**config.mk**
```make
export PLATFORM = sky130hd
export DESIGN_NAME = ibus_frame_receiver
export DESIGN_NICKNAME = d
export VERILOG_FILES = /design/src/design/ibus_pkg.sv /design/src/design/ibus_ram.sv /design/src/design/ibus_dp.sv /design/src/design/ibus_ctrl.sv /design/src/design/ibus_frame_receiver.sv
export SDC_FILE = /design/constraint.sdc
export NUM_CORES = 1
export LEC_CHECK = 0
export ABC_CLOCK_PERIOD_IN_PS = 6190
export BUFFER_PORTS_ARGS = -buffer_cell sky130_fd_sc_hd__buf_2
export CAP_MARGIN = 25
export CELL_PAD_IN_SITES_DETAIL_PLACEMENT = 1
export CELL_PAD_IN_SITES_GLOBAL_PLACEMENT = 1
export CORE_MARGIN = 2
export CORE_UTILIZATION = 40
export DETAILED_ROUTE_END_ITERATION = 6
export PLACE_DENSITY = 0.71
export SLEW_MARGIN = 20
export SYNTH_ARGS = -nofsm -noshare
export SYNTH_HDL_FRONTEND = slang
export SYNTH_SLANG_ARGS = --single-unit
```
**constraint.sdc**
```tcl
create_clock -name clk -period 6.19 [get_ports clk]
set_input_delay 0.619 -clock clk [delete_from_list [all_inputs] [get_ports clk]]
set_output_delay 0.619 -clock clk [all_outputs]
set_load 0.02 [all_outputs]
```
**src/design/ibus_pkg.sv**
```systemverilog
// Shared types and constants for the serial frame receiver.
// No dependencies; ibus_dp, ibus_ctrl and the top level import this package.
package ibus_pkg;

    localparam int FRAME_BYTES  = 32;
    localparam int SUMMED_BYTES = 30;
    localparam int POS_W        = 5;
    localparam int WORD_AW      = 4;
    localparam int WORD_DEPTH   = FRAME_BYTES / 2;
    localparam int CH_W         = 4;
    localparam int CFG_INDEX_W  = 4;

    localparam logic [15:0] SUM_START   = 16'hFFFF;
    localparam logic [7:0]  HDR_LEN_RST = 8'h20;
    localparam logic [7:0]  HDR_CMD_RST = 8'h40;

    localparam logic [CFG_INDEX_W-1:0] CFG_HDR_LEN = CFG_INDEX_W'(0);
    localparam logic [CFG_INDEX_W-1:0] CFG_HDR_CMD = CFG_INDEX_W'(1);

    localparam logic FRAME_GOOD = 1'b0;
    localparam logic FRAME_BAD  = 1'b1;

    typedef struct packed {
        logic [7:0] rx_byte;
        logic       line_idle;
    } in_word_t;

    typedef struct packed {
        logic [CH_W-1:0] channel_index;
        logic [15:0]     channel_value;
        logic            frame_status;
        logic            last_of_frame;
    } out_word_t;

    typedef enum logic [1:0] {
        ST_HUNT,
        ST_FETCH,
        ST_EMIT,
        ST_ERR
    } state_t;

    // controller -> datapath
    typedef struct packed {
        logic take;        // input word accepted this cycle
        logic ch_clear;
        logic ch_next;
        logic load_chan;
        logic load_err;
    } cmd_t;

    // datapath -> controller
    typedef struct packed {
        logic frame_end;   // current input is the final frame byte
        logic sum_ok;      // checksum matches for the current input
        logic ch_last;
        logic slot_free;   // output register can take a word
    } stat_t;

endpackage

```
**src/design/ibus_ram.sv**
```systemverilog
// Generic single-write, single-read RAM with registered read data.
// No dependencies.
module ibus_ram #(
    parameter int WIDTH = 16,
    parameter int DEPTH = 16
) (
    input  logic                     clk,
    input  logic                     wr_en,
    input  logic [$clog2(DEPTH)-1:0] wr_addr,
    input  logic [WIDTH-1:0]         wr_data,
    input  logic [$clog2(DEPTH)-1:0] rd_addr,
    output logic [WIDTH-1:0]         rd_data
);

    logic [WIDTH-1:0] mem [DEPTH];
    logic [WIDTH-1:0] rd_data_reg;

    always_ff @(posedge clk)
    begin
        if (wr_en)
        begin
            mem[wr_addr] <= wr_data;
        end
        rd_data_reg <= mem[rd_addr];
    end

    assign rd_data = rd_data_reg;

endmodule

```
**src/design/ibus_dp.sv**
```systemverilog
// Datapath: header registers, byte position, checksum, frame store, output register.
// Depends on ibus_pkg and ibus_ram.
module ibus_dp
    import ibus_pkg::*;
#(
    parameter int CHANNEL_COUNT = 14
) (
    input  logic                   clk,
    input  logic                   rst_n,
    input  logic                   cfg_we,
    input  logic [CFG_INDEX_W-1:0] cfg_index,
    input  logic [7:0]             cfg_data,
    input  in_word_t               in_word,
    input  cmd_t                   cmd,
    output stat_t                  stat,
    output out_word_t              out_word,
    output logic                   out_valid,
    input  logic                   out_stall
);

    logic [7:0]       hdr_len_reg;
    logic [7:0]       hdr_cmd_reg;
    logic [POS_W-1:0] pos_reg, pos_next;
    logic [15:0]      sum_reg, sum_next;
    logic [7:0]       lo_reg;
    logic [CH_W-1:0]  ch_reg;
    logic             out_valid_reg;
    out_word_t        out_word_reg;

    logic             byte_in;
    logic             hdr_bad;
    logic             ram_we;
    logic [15:0]      ram_rdata;
    logic [WORD_AW-1:0] rd_addr;

    always_ff @(posedge clk or negedge rst_n)
    begin
        if (!rst_n)
        begin
            hdr_len_reg <= HDR_LEN_RST;
            hdr_cmd_reg <= HDR_CMD_RST;
        end
        else if (cfg_we)
        begin
            case (cfg_index)
                CFG_HDR_LEN: hdr_len_reg <= cfg_data;
                CFG_HDR_CMD: hdr_cmd_reg <= cfg_data;
                default: ;
            endcase
        end
    end

    assign byte_in = cmd.take && !in_word.line_idle;
    assign hdr_bad = ((pos_reg == POS_W'(0)) && (in_word.rx_byte != hdr_len_reg))
                  || ((pos_reg == POS_W'(1)) && (in_word.rx_byte != hdr_cmd_reg));

    always_comb
    begin
        pos_next = pos_reg;
        sum_next = sum_reg;
        if (cmd.take)
        begin
            if (in_word.line_idle || hdr_bad || (pos_reg == POS_W'(FRAME_BYTES - 1)))
            begin
                pos_next = '0;
                sum_next = SUM_START;
            end
            else
            begin
                pos_next = pos_reg + POS_W'(1);
                if (pos_reg < POS_W'(SUMMED_BYTES))
                begin
                    sum_next = sum_reg - {8'h00, in_word.rx_byte};
                end
            end
        end
    end

    always_ff @(posedge clk or negedge rst_n)
    begin
        if (!rst_n)
        begin
            pos_reg <= '0;
            sum_reg <= SUM_START;
        end
        else
        begin
            pos_reg <= pos_next;
            sum_reg <= sum_next;
        end
    end

    // Hold the even byte; odd bytes complete a little-endian word.
    always_ff @(posedge clk)
    begin
        if (byte_in && !pos_reg[0])
        begin
            lo_reg <= in_word.rx_byte;
        end
    end

    assign ram_we  = byte_in && pos_reg[0];
    assign rd_addr = ch_reg + WORD_AW'(1);

    ibus_ram #(
        .WIDTH (16),
        .DEPTH (WORD_DEPTH)
    ) u_store (
        .clk     (clk),
        .wr_en   (ram_we),
        .wr_addr (pos_reg[POS_W-1:1]),
        .wr_data ({in_word.rx_byte, lo_reg}),
        .rd_addr (rd_addr),
        .rd_data (ram_rdata)
    );

    always_ff @(posedge clk or negedge rst_n)
    begin
        if (!rst_n)
        begin
            ch_reg <= '0;
        end
        else if (cmd.ch_clear)
        begin
            ch_reg <= '0;
        end
        else if (cmd.ch_next)
        begin
            ch_reg <= ch_reg + CH_W'(1);
        end
    end

    always_ff @(posedge clk or negedge rst_n)
    begin
        if (!rst_n)
        begin
            out_valid_reg <= 1'b0;
        end
        else if (cmd.load_chan || cmd.load_err)
        begin
            out_valid_reg <= 1'b1;
        end
        else if (!out_stall)
        begin
            out_valid_reg <= 1'b0;
        end
    end

    always_ff @(posedge clk)
    begin
        if (cmd.load_chan)
        begin
            out_word_reg.channel_index <= ch_reg;
            out_word_reg.channel_value <= ram_rdata;
            out_word_reg.frame_status  <= FRAME_GOOD;
            out_word_reg.last_of_frame <= stat.ch_last;
        end
        else if (cmd.load_err)
        begin
            out_word_reg.channel_index <= '0;
            out_word_reg.channel_value <= '0;
            out_word_reg.frame_status  <= FRAME_BAD;
            out_word_reg.last_of_frame <= 1'b1;
        end
    end

    assign stat.frame_end = !in_word.line_idle && (pos_reg == POS_W'(FRAME_BYTES - 1));
    assign stat.sum_ok    = ({in_word.rx_byte, lo_reg} == sum_reg);
    assign stat.ch_last   = (ch_reg == CH_W'(CHANNEL_COUNT - 1));
    assign stat.slot_free = !out_valid_reg || !out_stall;

    assign out_word  = out_word_reg;
    assign out_valid = out_valid_reg;

    a_load_exclusive: assert property (@(posedge clk) disable iff (!rst_n)
        !(cmd.load_chan && cmd.load_err))
        else $error("channel and error loads together");

    a_load_needs_slot: assert property (@(posedge clk) disable iff (!rst_n)
        (cmd.load_chan || cmd.load_err) |-> stat.slot_free)
        else $error("output word overwritten before taken");

    a_no_take_while_emitting: assert property (@(posedge clk) disable iff (!rst_n)
        (cmd.load_chan || cmd.ch_next) |-> !cmd.take)
        else $error("input taken during channel emission");

endmodule

```
**src/design/ibus_ctrl.sv**
```systemverilog
// Controller: hunts bytes, then sequences channel or error results.
// Depends on ibus_pkg.
module ibus_ctrl
    import ibus_pkg::*;
(
    input  logic  clk,
    input  logic  rst_n,
    input  logic  in_valid,
    output logic  in_stall,
    input  stat_t stat,
    output cmd_t  cmd
);

    state_t state_reg, state_next;

    always_ff @(posedge clk or negedge rst_n)
    begin
        if (!rst_n)
        begin
            state_reg <= ST_HUNT;
        end
        else
        begin
            state_reg <= state_next;
        end
    end

    always_comb
    begin
        state_next = state_reg;
        cmd        = '0;
        in_stall   = 1'b1;
        case (state_reg)
            ST_HUNT:
            begin
                in_stall = 1'b0;
                if (in_valid)
                begin
                    cmd.take = 1'b1;
                    if (stat.frame_end)
                    begin
                        cmd.ch_clear = 1'b1;
                        state_next   = stat.sum_ok ? ST_FETCH : ST_ERR;
                    end
                end
            end
            ST_FETCH:
            begin
                // wait out the store read latency
                state_next = ST_EMIT;
            end
            ST_EMIT:
            begin
                if (stat.slot_free)
                begin
                    cmd.load_chan = 1'b1;
                    if (stat.ch_last)
                    begin
                        state_next = ST_HUNT;
                    end
                    else
                    begin
                        cmd.ch_next = 1'b1;
                        state_next  = ST_FETCH;
                    end
                end
            end
            ST_ERR:
            begin
                if (stat.slot_free)
                begin
                    cmd.load_err = 1'b1;
                    state_next   = ST_HUNT;
                end
            end
            default:
            begin
                state_next = ST_HUNT;
            end
        endcase
    end

    a_frame_end_leaves_hunt: assert property (@(posedge clk) disable iff (!rst_n)
        (cmd.take && stat.frame_end) |=> (state_reg != ST_HUNT))
        else $error("frame end did not start result sequence");

endmodule

```
**src/design/ibus_frame_receiver.sv**
```systemverilog
// Top level of the serial frame receiver: controller plus datapath.
// Depends on ibus_pkg, ibus_ctrl, ibus_dp (and ibus_ram through ibus_dp).
//
//  Channel | Handshake            | Payload                 | Word
//  --------+----------------------+-------------------------+------------------------------
//  in      | in_valid / in_stall  | in_word  (in_word_t)    | one rx byte or idle event
//  out     | out_valid / out_stall| out_word (out_word_t)   | one channel or error result
//  cfg     | cfg_valid / cfg_ready| cfg_index, cfg_data     | one header register write
//
// Each received byte or idle event is taken in the same cycle it is offered while hunting.
// After the final frame byte the input stalls while results go out: each channel
// passes through a store read state (ST_FETCH) and an output load state (ST_EMIT),
// and a checksum error loads one error word from ST_ERR; any output stall adds to this.
// The frame store is a 16 x 16 RAM of little-endian words; its registered read
// port is why each channel needs the ST_FETCH state before it is loaded.
// Reset sets position, checksum, state and header registers to their start values; the store needs
// no clearing since every word is written before it is read within a frame.
// A stalled output word holds; the next input is accepted while it waits.
module ibus_frame_receiver
    import ibus_pkg::*;
#(
    parameter int CHANNEL_COUNT = 14
) (
    input  logic                   clk,
    input  logic                   rst_n,
    input  logic                   in_valid,
    output logic                   in_stall,
    input  in_word_t               in_word,
    output logic                   out_valid,
    input  logic                   out_stall,
    output out_word_t              out_word,
    input  logic                   cfg_valid,
    output logic                   cfg_ready,
    input  logic [CFG_INDEX_W-1:0] cfg_index,
    input  logic [7:0]             cfg_data
);

    cmd_t  cmd;
    stat_t stat;

    // Header writes must arrive only while idle; the block does not enforce this and always takes them.
    assign cfg_ready = 1'b1;

    ibus_ctrl u_ctrl (
        .clk      (clk),
        .rst_n    (rst_n),
        .in_valid (in_valid),
        .in_stall (in_stall),
        .stat     (stat),
        .cmd      (cmd)
    );

    ibus_dp #(
        .CHANNEL_COUNT (CHANNEL_COUNT)
    ) u_dp (
        .clk       (clk),
        .rst_n     (rst_n),
        .cfg_we    (cfg_valid && cfg_ready),
        .cfg_index (cfg_index),
        .cfg_data  (cfg_data),
        .in_word   (in_word),
        .cmd       (cmd),
        .stat      (stat),
        .out_word  (out_word),
        .out_valid (out_valid),
        .out_stall (out_stall)
    );

endmodule

```
==> run_results.csv <==
group,metric,value,unit
global_route,grt_remaining_overflow,0,
clock_network,insertion_delay,0.51,ns
clock_network,numCtsBuffers,36,
routing,drtIter0Drc,403,
floorplanning,die_w,190,um
sta,setup_viol,0,
routing,route.detailed.drc,0,
synth,syn_area_per_cell,19.1,um2
worst_setup_path,r2r_start,"u_dp.ch_reg[0]$_DFFE_PN0P_",
worst_setup_path,critPathRequiredTime,6.57,ns
worst_setup_path,rr_endpoint,"u_dp.u_store.rd_data[7]$_DFF_P_",
worst_setup_path,reg2reg_depth,4,
sta,finalCriticalPeriod,3.19,ns
synth,yosysSeqAreaShare,0.724,
synth,synth-xor-area-share,0.0278,
global_route,grt_pass1_vias,7493,
sta,period_share,0.515,
clock_network,cts_setup_buffers,0,
power_and_ir_drop,max-vdd-ir-drop,0.184,mV
cells_and_area,nNetsFinal,845,
power_and_ir_drop,sw_frac_of_total,0.208,
floorplanning,core,34300,um2
power_and_ir_drop,switchingPower,0.000997,W
synth,ys_types,54,
sta,fmax,0.314,GHz
clock_network,clockBufferDepth,3,
clock_network,htree_levels,2,
placement,dpl.hpwl,18.4,mm
synth,synthAdderAreaFrac,0.0141,
global_route,grt_pass1_wl,46.6,mm
floorplanning,fp.dieArea,36100,um2
routing,viasPerCell,5.40,
floorplanning,rows,68,
floorplanning,die_y,190,um
worst_setup_path,critical_path_arrival,3.57,ns
cells_and_area,most-common-layout-cells,"edfxtp_1, mux4_2, buf_2",
clock_network,cts_sinks,346,
clock_network,cts.repair.resized,0,
synth,synth_top_family_by_area,"multiplexers",
synth,syn_nets,764,
routing,drt_pass1_iterations,5,
run,cap_violations,0,
global_route,track_usage,0.176,
worst_setup_path,cp-end-kind,"register",
sta,tightest_slew,0.961,ns
worst_hold_path,hold_class,"in2async",
synth,synthSimpleGateAreaFrac,0.0498,
cells_and_area,largest_reg_flops,256,
synth,synth_edf_count,285,
synth,syn_inst,723,
synth,ys_warn_count,0,
routing,vias,6948,
power_and_ir_drop,power_frac_comb,0.035,
clock_network,clk_pin_slew,0.06,ns
sta,finalHoldViolCount,0,
cells_and_area,insertedDiodeCount,0,
synth,synth_compound_area_frac,0.0250,
power_and_ir_drop,p_clk_frac,0.424,
worst_setup_path,path_class,"reg2reg",
clock_network,cts_root_buf,"clkbuf_16",
routing,antenna_left,0,
routing,drt_wl_total,30.8,mm
synth,ys_ff_latch,346,
status,status,"completed",
routing,wire_per_inst,24.0,um
global_route,grt_max_degree,46,
power_and_ir_drop,power.density,302,nW/um2
worst_setup_path,path_max_fanout,45,
cells_and_area,final_common_cell,"edfxtp_1",
cells_and_area,drive_gt1_frac,0.291,
floorplanning,start_util,0.404,
synth,synthMuxAreaShare,0.146,
power_and_ir_drop,leakage,5.23,nW
cells_and_area,fin_util,0.463,
sta,max_slew_margin,0.354,
sta,rsz0062_at_grt,"false",
clock_network,cts_hold_buffers,0,
sta,holdWs,0.0376,ns
placement,gp_congestion,0.751,
synth,ys.flop_type,"edfxtp_1",
worst_setup_path,startpoint_type,"register",
synth,async_flop_share,0.127,
worst_setup_path,regToRegSetupSlack,3.00,ns
sta,drv_slew,0,
global_route,grt_antenna_before_repair,0,
placement,portBuffers,49,
synth,syn-cell-area,13800,um2
power_and_ir_drop,power.internal,0.00379,W
floorplanning,io-pin-count,51,
sta,fin_skew,0.0187,ns
sta,tns,0,ns
power_and_ir_drop,seqPwrFrac,0.541,
cells_and_area,syn2layout_area_growth,14.7,%
clock_network,cts_tree,"built",
## power groups by stage
stage | Clock, W | Sequential, W | Combinational, W
2_1_floorplan | 0 | 0.00263 | 0.000111
3_3_place_gp | 0 | 0.00264 | 0.000165
3_5_place_dp | 0 | 0.00264 | 0.000172
4_1_cts | 0.00208 | 0.00259 | 0.000173
5_1_grt | 0.00216 | 0.00260 | 0.000192
6_report | 0.00203 | 0.00259 | 0.000169
## cell usage after synthesis (3+ instances only)
| cell type | instances | area [um2] |
|---|---|---|
| inv_1 | 16 | 60.1 |
| edfxtp_1 | 285 | 8560 |
| ha_1 | 14 | 175 |
| nor3_1 | 9 | 45.0 |
| mux4_2 | 80 | 1800 |
| nor2_1 | 25 | 93.8 |
| nand2_1 | 21 | 78.8 |
| o21ai_0 | 4 | 20.0 |
| a2bb2oi_1 | 8 | 70.1 |
| dfxtp_1 | 17 | 340 |
| a31oi_1 | 8 | 50.1 |
| nor4_1 | 9 | 56.3 |
| nor2b_1 | 3 | 18.8 |
| nand4_1 | 7 | 43.8 |
| o21ai_1 | 4 | 20.0 |
| dfrtp_1 | 26 | 651 |
| and2_1 | 21 | 131 |
| nand2b_1 | 6 | 37.5 |
| a21oi_1 | 7 | 35.0 |
| dfstp_2 | 18 | 473 |
| mux2_1 | 17 | 191 |
| buf_1 | 3 | 11.3 |
| clkbuf_1 | 18 | 67.6 |
| nand3_1 | 4 | 20.0 |
| xnor2_1 | 22 | 193 |
| buf_2 | 6 | 30.0 |
| or3_4 | 3 | 33.8 |
| a211oi_1 | 8 | 60.1 |
| xor2_1 | 22 | 193 |
## per-stage QoR
stage / std cells / area [um2] / power (W) / worst slack, ns
after floorplan: 723 / 13800 / 0.00274 / 3.08
after global placement: 1219 / 14700 / 0.00280 / 2.91
after detailed placement: 1220 / 14800 / 0.00281 / 2.88
after CTS: 1286 / 15900 / 0.00485 / 2.99
after global routing: 1287 / 15900 / 0.00495 / 2.88
final: 1287 / 15900 / 0.00479 / 3.00
## cell type report
class / count / area (um2)
Clock buffer: 49 / 991
Clock inverter: 17 / 115
Tap cell: 455 / 569
Timing Repair Buffer: 72 / 438
Sequential cell: 346 / 10000
Inverter: 17 / 63.8
Fill cell: 3228 / 18400
Multi-Input combinational cell: 331 / 3670
## routing by layer
metal / track usage / up-vias / wire length (um)
li1: - / 3044 / -
met5: 0 / - / 0
met2: 0.304 / 169 / 15700
met4: 0.0444 / 0 / 513
met3: 0.0269 / 40 / 1370
met1: 0.233 / 3695 / 13300
## worst max-delay path: stages, from the launching register on
cell and delay [ns]:
dfrtp_4 0.67, ha_2 0.78, buf_4 0.64, mux4_2 0.42
mux4_2 0.48
## worst max path at each step
| stage | start | endpoint |
|---|---|---|
| floorplan | u_ctrl.state_reg[0]$_DFFE_PN0P_ | u_dp.u_store.mem[0][0]$_DFFE_PP_ |
| detailed placement | in_word[3] | u_dp.sum_reg[12]$_DFFE_PN1P_ |
| global placement | in_word[3] | u_dp.sum_reg[15]$_DFFE_PN1P_ |
| CTS | u_dp.ch_reg[0]$_DFFE_PN0P_ | u_dp.u_store.rd_data[7]$_DFF_P_ |
| finish | u_dp.ch_reg[0]$_DFFE_PN0P_ | u_dp.u_store.rd_data[7]$_DFF_P_ |
| global route | u_dp.ch_reg[0]$_DFFE_PN0P_ | u_dp.u_store.rd_data[7]$_DFF_P_ |
## cell families after synthesis
| kind of cell | Yosys count |
|---|---|
| other | 1 |
| multiplexers | 99 |
| buffers and inverters | 46 |
| XOR/XNOR | 44 |
| adder cells (fa/ha/maj) | 15 |
| AND/OR/NAND/NOR | 122 |
| AO/OA/AOI/OAI | 50 |
| flip-flops | 346 |
Power figures use the tool's default switching activity.
